==> src/hdl/clt_pkg.sv <==
// Shared types, codes and character classes for the command line tokenizer.
package clt_pkg;

    // Input request and result item
    typedef struct packed {
        logic       func;
        logic [7:0] byte_req;
    } t_in_item;

    typedef struct packed {
        logic [1:0] kind;
        logic [7:0] data;
        logic [1:0] token_type;
        logic [2:0] error_code;
        logic       last;
    } t_out_item;

    // What one byte produces: up to two results
    typedef struct packed {
        logic [1:0] n;
        t_out_item  r0;
        t_out_item  r1;
    } t_step_res;

    // Tokenizer phases
    localparam logic [2:0] PH_LINE_START  = 3'd0;
    localparam logic [2:0] PH_SKIP        = 3'd1;
    localparam logic [2:0] PH_WORD        = 3'd2;
    localparam logic [2:0] PH_UNQUOTED    = 3'd3;
    localparam logic [2:0] PH_STRING      = 3'd4;
    localparam logic [2:0] PH_ESCAPE      = 3'd5;
    localparam logic [2:0] PH_AFTER_QUOTE = 3'd6;
    localparam logic [2:0] PH_ERROR       = 3'd7;

    // Result kinds
    localparam logic [1:0] K_DATA = 2'd0;
    localparam logic [1:0] K_END  = 2'd1;
    localparam logic [1:0] K_ERR  = 2'd2;
    localparam logic [1:0] K_EOL  = 2'd3;

    // Token types
    localparam logic [1:0] TT_WORD     = 2'd0;
    localparam logic [1:0] TT_UNQUOTED = 2'd1;
    localparam logic [1:0] TT_QUOTED   = 2'd2;

    // Error codes
    localparam logic [2:0] E_LETTER_EXPECTED = 3'd0;
    localparam logic [2:0] E_BAD_WORD_CHAR   = 3'd1;
    localparam logic [2:0] E_BAD_UNQUOTED    = 3'd2;
    localparam logic [2:0] E_NO_CLOSE_QUOTE  = 3'd3;
    localparam logic [2:0] E_SPACE_EXPECTED  = 3'd4;

    // Function codes
    localparam logic F_WORD  = 1'b0;
    localparam logic F_PARAM = 1'b1;

    // Characters
    localparam logic [7:0] CH_NUL    = 8'h00;
    localparam logic [7:0] CH_SPACE  = 8'h20;
    localparam logic [7:0] CH_DQUOTE = 8'h22;
    localparam logic [7:0] CH_SQUOTE = 8'h27;
    localparam logic [7:0] CH_BSLASH = 8'h5C;
    localparam logic [7:0] CH_UNDER  = 8'h5F;

    // Result queue
    localparam int Q_DEPTH = 4;
    localparam int Q_AW    = $clog2(Q_DEPTH);
    localparam int Q_CW    = $clog2(Q_DEPTH + 1);

    function automatic logic is_space(input logic [7:0] c);
        return (c >= 8'h01) && (c <= CH_SPACE);
    endfunction

    function automatic logic is_letter(input logic [7:0] c);
        return ((c >= "A") && (c <= "Z")) || ((c >= "a") && (c <= "z"));
    endfunction

    function automatic logic is_word_char(input logic [7:0] c);
        return is_letter(c) || ((c >= "0") && (c <= "9")) || (c == CH_UNDER);
    endfunction

    function automatic logic is_unquoted_char(input logic [7:0] c);
        return (c > CH_SPACE) && (c != CH_DQUOTE) && (c != CH_SQUOTE);
    endfunction

    function automatic t_out_item mk_res(input logic [1:0] kind, input logic [7:0] data,
                                         input logic [1:0] ttype, input logic [2:0] err);
        t_out_item r;
        r.kind       = kind;
        r.data       = data;
        r.token_type = ttype;
        r.error_code = err;
        r.last       = 1'b0;
        return r;
    endfunction

endpackage

==> src/hdl/clt_core.sv <==
// Tokenizer state and per-byte transition logic.
module clt_core
    import clt_pkg::*;
(
    input  logic      i_clk,
    input  logic      i_rst_n,
    input  logic      i_step,
    input  t_in_item  i_item,
    output t_step_res o_res
);

    logic [2:0] r_phase, n_phase;
    logic [1:0] r_cur_type, n_cur_type;
    t_step_res  w_res;
    logic [7:0] c;

    assign c = i_item.byte_req;

    always_comb begin
        n_phase    = r_phase;
        n_cur_type = r_cur_type;
        w_res.n    = 2'd0;
        w_res.r0   = '0;
        w_res.r1   = '0;
        case (r_phase)
            PH_LINE_START, PH_SKIP: begin
                if (c == CH_NUL) begin
                    w_res.n  = 2'd1;
                    w_res.r0 = mk_res(K_EOL, CH_NUL, TT_WORD, E_LETTER_EXPECTED);
                    n_phase  = PH_LINE_START;
                end else if ((r_phase == PH_SKIP) && is_space(c)) begin
                    // whitespace between tokens, nothing out
                end else if (i_item.func == F_WORD) begin
                    w_res.n = 2'd1;
                    if (is_letter(c)) begin
                        n_cur_type = TT_WORD;
                        w_res.r0   = mk_res(K_DATA, c, TT_WORD, E_LETTER_EXPECTED);
                        n_phase    = PH_WORD;
                    end else begin
                        w_res.r0 = mk_res(K_ERR, CH_NUL, TT_WORD, E_LETTER_EXPECTED);
                        n_phase  = PH_ERROR;
                    end
                end else if (c == CH_DQUOTE) begin
                    n_cur_type = TT_QUOTED;
                    n_phase    = PH_STRING;
                end else if (is_unquoted_char(c)) begin
                    n_cur_type = TT_UNQUOTED;
                    w_res.n    = 2'd1;
                    w_res.r0   = mk_res(K_DATA, c, TT_UNQUOTED, E_LETTER_EXPECTED);
                    n_phase    = PH_UNQUOTED;
                end else begin
                    w_res.n  = 2'd1;
                    w_res.r0 = mk_res(K_ERR, CH_NUL, TT_WORD, E_BAD_UNQUOTED);
                    n_phase  = PH_ERROR;
                end
            end
            PH_WORD, PH_UNQUOTED, PH_AFTER_QUOTE: begin
                w_res.n = 2'd1;
                if (c == CH_NUL) begin
                    w_res.n  = 2'd2;
                    w_res.r0 = mk_res(K_END, CH_NUL, r_cur_type, E_LETTER_EXPECTED);
                    w_res.r1 = mk_res(K_EOL, CH_NUL, TT_WORD, E_LETTER_EXPECTED);
                    n_phase  = PH_LINE_START;
                end else if (is_space(c)) begin
                    w_res.r0 = mk_res(K_END, CH_NUL, r_cur_type, E_LETTER_EXPECTED);
                    n_phase  = PH_SKIP;
                end else if ((r_phase == PH_WORD) && is_word_char(c)) begin
                    w_res.r0 = mk_res(K_DATA, c, r_cur_type, E_LETTER_EXPECTED);
                end else if ((r_phase == PH_UNQUOTED) && is_unquoted_char(c)) begin
                    w_res.r0 = mk_res(K_DATA, c, r_cur_type, E_LETTER_EXPECTED);
                end else begin
                    w_res.r0 = mk_res(K_ERR, CH_NUL, TT_WORD,
                                      (r_phase == PH_WORD)     ? E_BAD_WORD_CHAR :
                                      (r_phase == PH_UNQUOTED) ? E_BAD_UNQUOTED  :
                                                                 E_SPACE_EXPECTED);
                    n_phase  = PH_ERROR;
                end
            end
            PH_STRING, PH_ESCAPE: begin
                if (c == CH_NUL) begin
                    w_res.n  = 2'd2;
                    w_res.r0 = mk_res(K_ERR, CH_NUL, TT_WORD, E_NO_CLOSE_QUOTE);
                    w_res.r1 = mk_res(K_EOL, CH_NUL, TT_WORD, E_LETTER_EXPECTED);
                    n_phase  = PH_LINE_START;
                end else if ((r_phase == PH_STRING) && (c == CH_DQUOTE)) begin
                    n_phase = PH_AFTER_QUOTE;
                end else if ((r_phase == PH_STRING) && (c == CH_BSLASH)) begin
                    n_phase = PH_ESCAPE;
                end else begin
                    w_res.n  = 2'd1;
                    w_res.r0 = mk_res(K_DATA, c, r_cur_type, E_LETTER_EXPECTED);
                    n_phase  = PH_STRING;
                end
            end
            default: begin
                // sticky error until end of line
                if (c == CH_NUL) begin
                    w_res.n  = 2'd1;
                    w_res.r0 = mk_res(K_EOL, CH_NUL, TT_WORD, E_LETTER_EXPECTED);
                    n_phase  = PH_LINE_START;
                end
            end
        endcase
        if (w_res.n == 2'd1) w_res.r0.last = 1'b1;
        if (w_res.n == 2'd2) w_res.r1.last = 1'b1;
    end

    assign o_res = w_res;

    always_ff @(posedge i_clk) begin
        if (!i_rst_n) begin
            r_phase    <= PH_LINE_START;
            r_cur_type <= TT_WORD;
        end else if (i_step) begin
            r_phase    <= n_phase;
            r_cur_type <= n_cur_type;
        end
    end

endmodule

==> src/hdl/command_line_tokenizer.sv <==
// Command line tokenizer top level: input register, tokenizer core, result queue.
//
// Input channel (i_in_valid / o_in_ready / i_in_item) takes one command line
// byte per request together with the func bit; byte 0 ends the line.
// Output channel (o_out_valid / i_out_ready / o_out_item) gives token bytes,
// token ends, errors and end-of-line markers; last marks the final result of
// a byte. Bytes that cause no result (skipped whitespace, quotes, escapes,
// bytes after an error) vanish silently.
// A byte waits in the input register until two queue entries are free, room
// for its results, which are written into the queue and offered from there.
// Throughput: one byte per cycle while the queue has room; the two results
// of a byte (end of line inside a token or string) leave one at a time
// through the single output port of the four-entry result queue.
// Reset clears the queue, the input register and the tokenizer state to line
// start. When the receiver stalls, results collect in the queue; once fewer
// than two entries are free the held byte waits and o_in_ready drops.
module command_line_tokenizer
    import clt_pkg::*;
(
    input  logic      i_clk,
    input  logic      i_rst_n,
    input  logic      i_in_valid,
    output logic      o_in_ready,
    input  t_in_item  i_in_item,
    output logic      o_out_valid,
    input  logic      i_out_ready,
    output t_out_item o_out_item
);

    logic             r_in_valid;
    t_in_item         r_in_item;
    t_out_item        r_q [Q_DEPTH];
    logic [Q_AW-1:0]  r_head, r_tail;
    logic [Q_CW-1:0]  r_count, n_count;
    logic [Q_CW-1:0]  w_used;
    logic             w_pop, w_process;
    logic [1:0]       w_push;
    t_step_res        w_res;

    assign w_pop       = o_out_valid && i_out_ready;
    assign w_used      = r_count - Q_CW'(w_pop);
    assign w_process   = r_in_valid && (w_used <= Q_CW'(Q_DEPTH - 2));
    assign w_push      = w_process ? w_res.n : 2'd0;
    assign n_count     = w_used + Q_CW'(w_push);
    assign o_in_ready  = !r_in_valid || w_process;
    assign o_out_valid = (r_count != '0);
    assign o_out_item  = r_q[r_head];

    clt_core u_core (
        .i_clk   (i_clk),
        .i_rst_n (i_rst_n),
        .i_step  (w_process),
        .i_item  (r_in_item),
        .o_res   (w_res)
    );

    always_ff @(posedge i_clk) begin
        if (!i_rst_n) begin
            r_in_valid <= 1'b0;
            r_head     <= '0;
            r_tail     <= '0;
            r_count    <= '0;
        end else begin
            if (o_in_ready) r_in_valid <= i_in_valid;
            if (w_pop) r_head <= r_head + Q_AW'(1);
            r_tail  <= r_tail + Q_AW'(w_push);
            r_count <= n_count;
        end
    end

    always_ff @(posedge i_clk) begin
        if (o_in_ready && i_in_valid) r_in_item <= i_in_item;
        if (w_push != 2'd0) r_q[r_tail] <= w_res.r0;
        if (w_push == 2'd2) r_q[r_tail + Q_AW'(1)] <= w_res.r1;
    end

    a_count_bound: assert property (@(posedge i_clk) disable iff (!i_rst_n)
        r_count <= Q_CW'(Q_DEPTH))
        else $error("result queue overfilled");

    a_count_track: assert property (@(posedge i_clk) disable iff (!i_rst_n)
        w_process || w_pop |=> r_count == $past(n_count))
        else $error("queue count out of step");

    a_pair_last: assert property (@(posedge i_clk) disable iff (!i_rst_n)
        w_process && (w_res.n == 2'd2) |-> w_res.r1.last && !w_res.r0.last
        && (w_res.r1.kind == K_EOL))
        else $error("two-result byte not framed as result then end of line");

    a_eol_last: assert property (@(posedge i_clk) disable iff (!i_rst_n)
        o_out_valid && (o_out_item.kind == K_EOL) |-> o_out_item.last)
        else $error("end of line not marked last");

    a_no_overrun: assert property (@(posedge i_clk) disable iff (!i_rst_n)
        r_in_valid && !w_process |=> r_in_valid && $stable(r_in_item))
        else $error("held request lost");

endmodule

==> config.mk <==
export PLATFORM = sky130hd
export DESIGN_NAME = command_line_tokenizer
export DESIGN_NICKNAME = d
export VERILOG_FILES = /design/src/hdl/clt_pkg.sv /design/src/hdl/clt_core.sv /design/src/hdl/command_line_tokenizer.sv
export SDC_FILE = /design/constraint.sdc
export NUM_CORES = 1
export LEC_CHECK = 0
export BUFFER_PORTS_ARGS = -buffer_cell sky130_fd_sc_hd__buf_2
export CORE_ASPECT_RATIO = 1.5
export CORE_UTILIZATION = 35
export DETAILED_ROUTE_END_ITERATION = 10
export GPL_ROUTABILITY_DRIVEN = 0
export SKIP_LAST_GASP = 1
export SYNTH_ARGS = -nofsm -noshare
export SYNTH_HDL_FRONTEND = slang
export SYNTH_SLANG_ARGS = --single-unit
export TNS_END_PERCENT = 1
==> constraint.sdc <==
create_clock -name i_clk -period 6.6 [get_ports i_clk]
set_input_delay 0 -clock i_clk [delete_from_list [all_inputs] [get_ports i_clk]]
set_output_delay 0 -clock i_clk [all_outputs]
set_load 0.05 [all_outputs]
---- Word level (Yosys, flattened, before mapping) ----
Memory sizes are Yosys's and may differ from the RTL's. A register that Yosys moved wholly into a read port is not among the register bits.
Cells that the tools add are included.
word-level totals
  register bits ........................... 22
  RAM bits ................................ 64
  input port bits ......................... 13
  output and inout port bits .............. 18
  word-level logic and storage cells ...... 123
  memories kept ........................... 1
memories
  name  words  width  rd ports  clocked after Yosys merged registers in  write ports  RTL line                      source
  r_q   4      16     1         1                                        2            command_line_tokenizer.sv:32  t_out_item r_q [Q_DEPTH];
cells by class
  add/subtract/negate cells ............... 5
  $lt $le $gt $ge ......................... 10
  equality and inequality tests ........... 18
  muxes and demuxes ....................... 48
  bitwise logic cells ..................... 2
  reduce and logical (&&, ||, !) cells .... 31
operators with widths
  operator            count
  $mux 16             8
  $mux 18             6
  $pmux 18 s3         1
  $mux 3              14
  $mux 17             2
  $mux 2              9
  $eq 8x7->1 const B  2
  $ge 8x7->1 const B  2
  $le 8x6->1 const B  2
  $le 8x7->1 const B  2
  $ne 8x6->1 const B  2
  $logic_and 1x1->1   14
  $eq 3x3->1 const B  3
  $pmux 3 s3          1
  $eq 8x6->1 const B  1
  $ge 8x1->1 const B  1
  $ge 8x6->1 const B  1
  $gt 8x6->1 const B  1
  $logic_not 8->1     1
  $ne 4x2->1 const B  2
  $mux 1              7
  $eq 3x2->1 const B  2
  $reduce_and 6->1    1
  $reduce_and 5->1    1
  other kinds (20)    28

---- Logic depth before layout (Yosys ltp) ----
  depth in word-level cells ............... 14
  mapped depth ............................ 12
  gate-level depth less buffers ........... 12

---- Hierarchy ----
From an unflattened synthesis, not the netlist that was laid out.
unflattened totals
  cells, all modules ...................... 391
  area, all modules ....................... 5222.5 um^2
by module, submodules not included
  module                  instances  cells each  area each (um^2)  seq. area each (um^2)
  command_line_tokenizer  1          228         4108.9            2392.3
  clt_core                1          163         1113.6            100.1

---- Least setup slack after synthesis ----
OpenSTA, ideal clock, no wires.
  path kind ............................... register -> register
  from .................................... register r_count[2]
  to ...................................... register r_count[2]
  setup time .............................. 118 ps
  arrival ................................. 3494 ps
  data required time ...................... 6482 ps
  path slack .............................. 2988 ps
  cell stages (with the launch flop) ...... 12
  path buffers ............................ 0
  period minus slack after synthesis ...... 3612 ps
  cells stage by stage .................... dfxtp_1 or3_1 and2_1 ha_1 ha_1 xnor2_1 o211ai_1 nor3_2 inv_1 fa_1 xnor2_1 nor2_1
on the way
  word-level cells in the longest chain between the ends .. 7
RTL lines
  element                   RTL line                      source
  start: declaration        command_line_tokenizer.sv:34  logic [Q_CW-1:0] r_count, n_count;
  start signal: assignment  command_line_tokenizer.sv:67  r_count <= n_count;
  $reduce_bool 3->1 (*)     command_line_tokenizer.sv:46  assign o_out_valid = (r_count != '0);
  via o_out_valid           command_line_tokenizer.sv:25  output logic o_out_valid,
  $logic_and 1x1->1 (*)     command_line_tokenizer.sv:40  assign w_pop = o_out_valid && i_out_ready;
  via w_pop                 command_line_tokenizer.sv:36  logic w_pop, w_process;
  $sub 3x1->3 (*)           command_line_tokenizer.sv:41  assign w_used = r_count - Q_CW'(w_pop);
  $le 3x2->1                command_line_tokenizer.sv:42  assign w_process = r_in_valid && (w_used <= Q_CW'(Q_DEPTH - 2));
  $logic_and 1x1->1         command_line_tokenizer.sv:42
  $mux 2                    command_line_tokenizer.sv:43  assign w_push = w_process ? w_res.n : 2'd0;
  $add 3x2->3 (*)           command_line_tokenizer.sv:44  assign n_count = w_used + Q_CW'(w_push);
Mark *: on every way through the listed nets, which the timed path passes. The rest lies on a longest branch.
A chain may end at the register's enable or synchronous reset.

==> results.toml <==
[cells_and_area]
postLayoutCellArea_sq_um = 4870
layout.nets = 449
drive_gt1_share_pct = 17.4
final_cell_mix = "67 x dfxtp_1, 60 x nand2_1, 32 x mux2i_1, 30 x buf_2, 23 x nor2_1"
syn2layout_area_growth_pct = 16.1
antennaDiodeCount = 0
layout.cells.non_filler = 586
final_common_cell = "dfxtp_1"
fin_util_pct = 42.0

[timing]
fin_skew_ns = 0.00702
period_share_pct = 55.4
maxSlewViolCount = 0
worst_pin_slew_ns = 1.13
rsz0062_at_grt = "false"
tns_ns = 0
setup_viol = 0
fmax_mhz = 273
whs_ns = 0.114
worst_slack_ns = 2.94
timing_hold_violations_final = 0
fin_crit_ns = 3.66
max_slew_margin_pct = 24.8

[critical_path]
end_kind = "flip-flop"
worstPathRequired_ns = 6.65
critPathLaunchType = "flip-flop"
critical_path_buf_inv_count = 0
critPathTopFamily = "simple AND/OR/NAND/NOR gates"
worstPathMaxFanout = 17
crit_path_max_incr_delay_ns = 0.80
path_class = "reg -> reg"
crit_top_cell = "ha_1"
arrival_ns = 3.70
crit_chain = "or3_1 > and2_1 > ha_1 > ha_1 > xnor2_1 > o211ai_1 > nor3_2 > nand2_2 > nand2_1"
slowest_stage = "nor3_2"

[route]
drtPass1Iterations = 5
wl_um = 9830
drt_iter0_markers = 196
drtAntennaViolNets = 0
via_count = 3192
wl_per_cell_um = 16.8
drc_errors = 0
vias_per_cell = 5.45

[clocking]
h-tree-depth = 3
cts.sinks = 88
clockBufferDepth = 2
cts_root_buf = "clkbuf_16"
clock_latency_ns = 0.34
path_clk_slew_ns = 0.07
cts_tree = "done"
cts_buffers = 9
post_cts_resize_count = 0
hold_buffers = 11
cts_setup_buffers = 0

[synth]
syn_area_sq_um = 4200
synthFlopType = "dfxtp_1"
synthCells = 399
ys_warn_count = 0
synth_seq_area_share_pct = 47.0
synth_edf_count = 21
synth_area_per_cell_sq_um = 10.5
syn-num-nets = 417
synth_cell_types = 61
async_reset_ff_share_pct = 0
synth_seq_cells = 88

[global_route]
grt_max_degree = 18
grt.total_usage_pct = 17.1
grt_overflow_total = 0
grt_pass1_wl_um = 16400
grt_antenna_before_repair = 0
first_global_vias = 3183

[die]
start_util_pct = 36.2
num_rows = 48
die_h_um = 136
fp.dieW_um = 91.4
dieArea_sq_um = 12400
pin_count = 31
core_area_sq_um = 11600

[place]
placed_area_sq_um = 4440
dp_cells = 559
hpwlAfterDp_um = 7050
io_buffer_count = 30
post-place-ws_ns = 2.94

[power_and_ir_drop]
power_mw = 2.11
powerDensity_nw_per_um2 = 434
ir_worst_vdd_mv = 0.159
p_leak_nw = 1.94

[flow_run]
drv_cap = 0

[min_path]
min_path_type = "in -> reg"

[run_status]
status = "completed"
worst register-to-register path, stage by stage, from the launching register on:
cell and delay [ns]:
dfxtp_1 0.32, or3_1 0.38, and2_1 0.20, ha_1 0.19, ha_1 0.19, xnor2_1 0.27, o211ai_1 0.34, nor3_2 0.80
nand2_2 0.43, nand2_1 0.26
flip-flops by register name (all words and copies together), names as in the netlist, named ones only:
| register | flops |
|---|---|
| r_in_valid | 1 |
| r_head | 2 |
| r_tail | 2 |
| r_count | 3 |
| r_in_item | 9 |
| r_q | 64 |
| u_core.r_phase | 3 |
| u_core.r_cur_type | 2 |
final timing paths:
kind                                   from    endpoint  slack (ns)  depth (start not counted)
worst max-delay path             r_count[2]  r_q[2][15]        2.94                          9
worst max register to register   r_count[2]  r_q[2][15]        2.94                          9
worst min register to register   r_q[2][10]  r_q[2][10]        0.46                          2
worst min-delay path            i_out_ready   flip-flop        0.11                          4
metal layers:
metal / up-vias / part of all wire, % / global-route usage (%)
met3: 22 / 3.1 / 2.74
met4: 0 / 2.8 / 7.85
li1: 1544 / - / -
met2: 78 / 52 / 30.7
met1: 1548 / 42 / 19.9
met5: - / 0 / 0
logic make-up after synthesis:
logic type	synth area share [%]
simple gates	15.7
flops	47.0
compound gates	14.4
mux	16.5
buf+inv	3.46
xor+xnor	1.25
fa+ha+maj	1.67
final cells by class:
class,count,area [sq um]
Fill cell,1112,6720
Clock buffer,10,229
Timing Repair Buffer,42,268
Clock inverter,6,90.1
Sequential cell,88,1970
Inverter,12,45.0
Multi-Input combinational cell,278,2080
Tap cell,150,188
power by group:
part | switching, mW | leakage (nW) | internal (mW)
clock network | 0.213 | 0.158 | 0.335
registers | 0.127 | 0.746 | 0.674
logic | 0.481 | 1.04 | 0.285
total | 0.821 | 1.94 | 1.29
cells in the mapped netlist (all sizes together), types with 4 or more instances:
master,number,area share [%]
o21ai,23,3.4
nor2,23,2.1
nand4,5,0.75
xnor2,4,0.83
nor3,7,0.95
buf,9,1.3
o2bb2ai,20,4.2
and2,5,0.75
a21oi,7,0.83
inv,11,0.98
nand3,11,1.4
o211ai,4,0.72
nand2,61,5.5
or2,4,0.60
clkbuf,12,1.1
edfxtp,21,15
ha,4,1.2
mux2i,32,7.6
dfxtp,67,32
mux4,16,8.6
o22ai,5,0.75
Power figures use the tool's default switching activity.
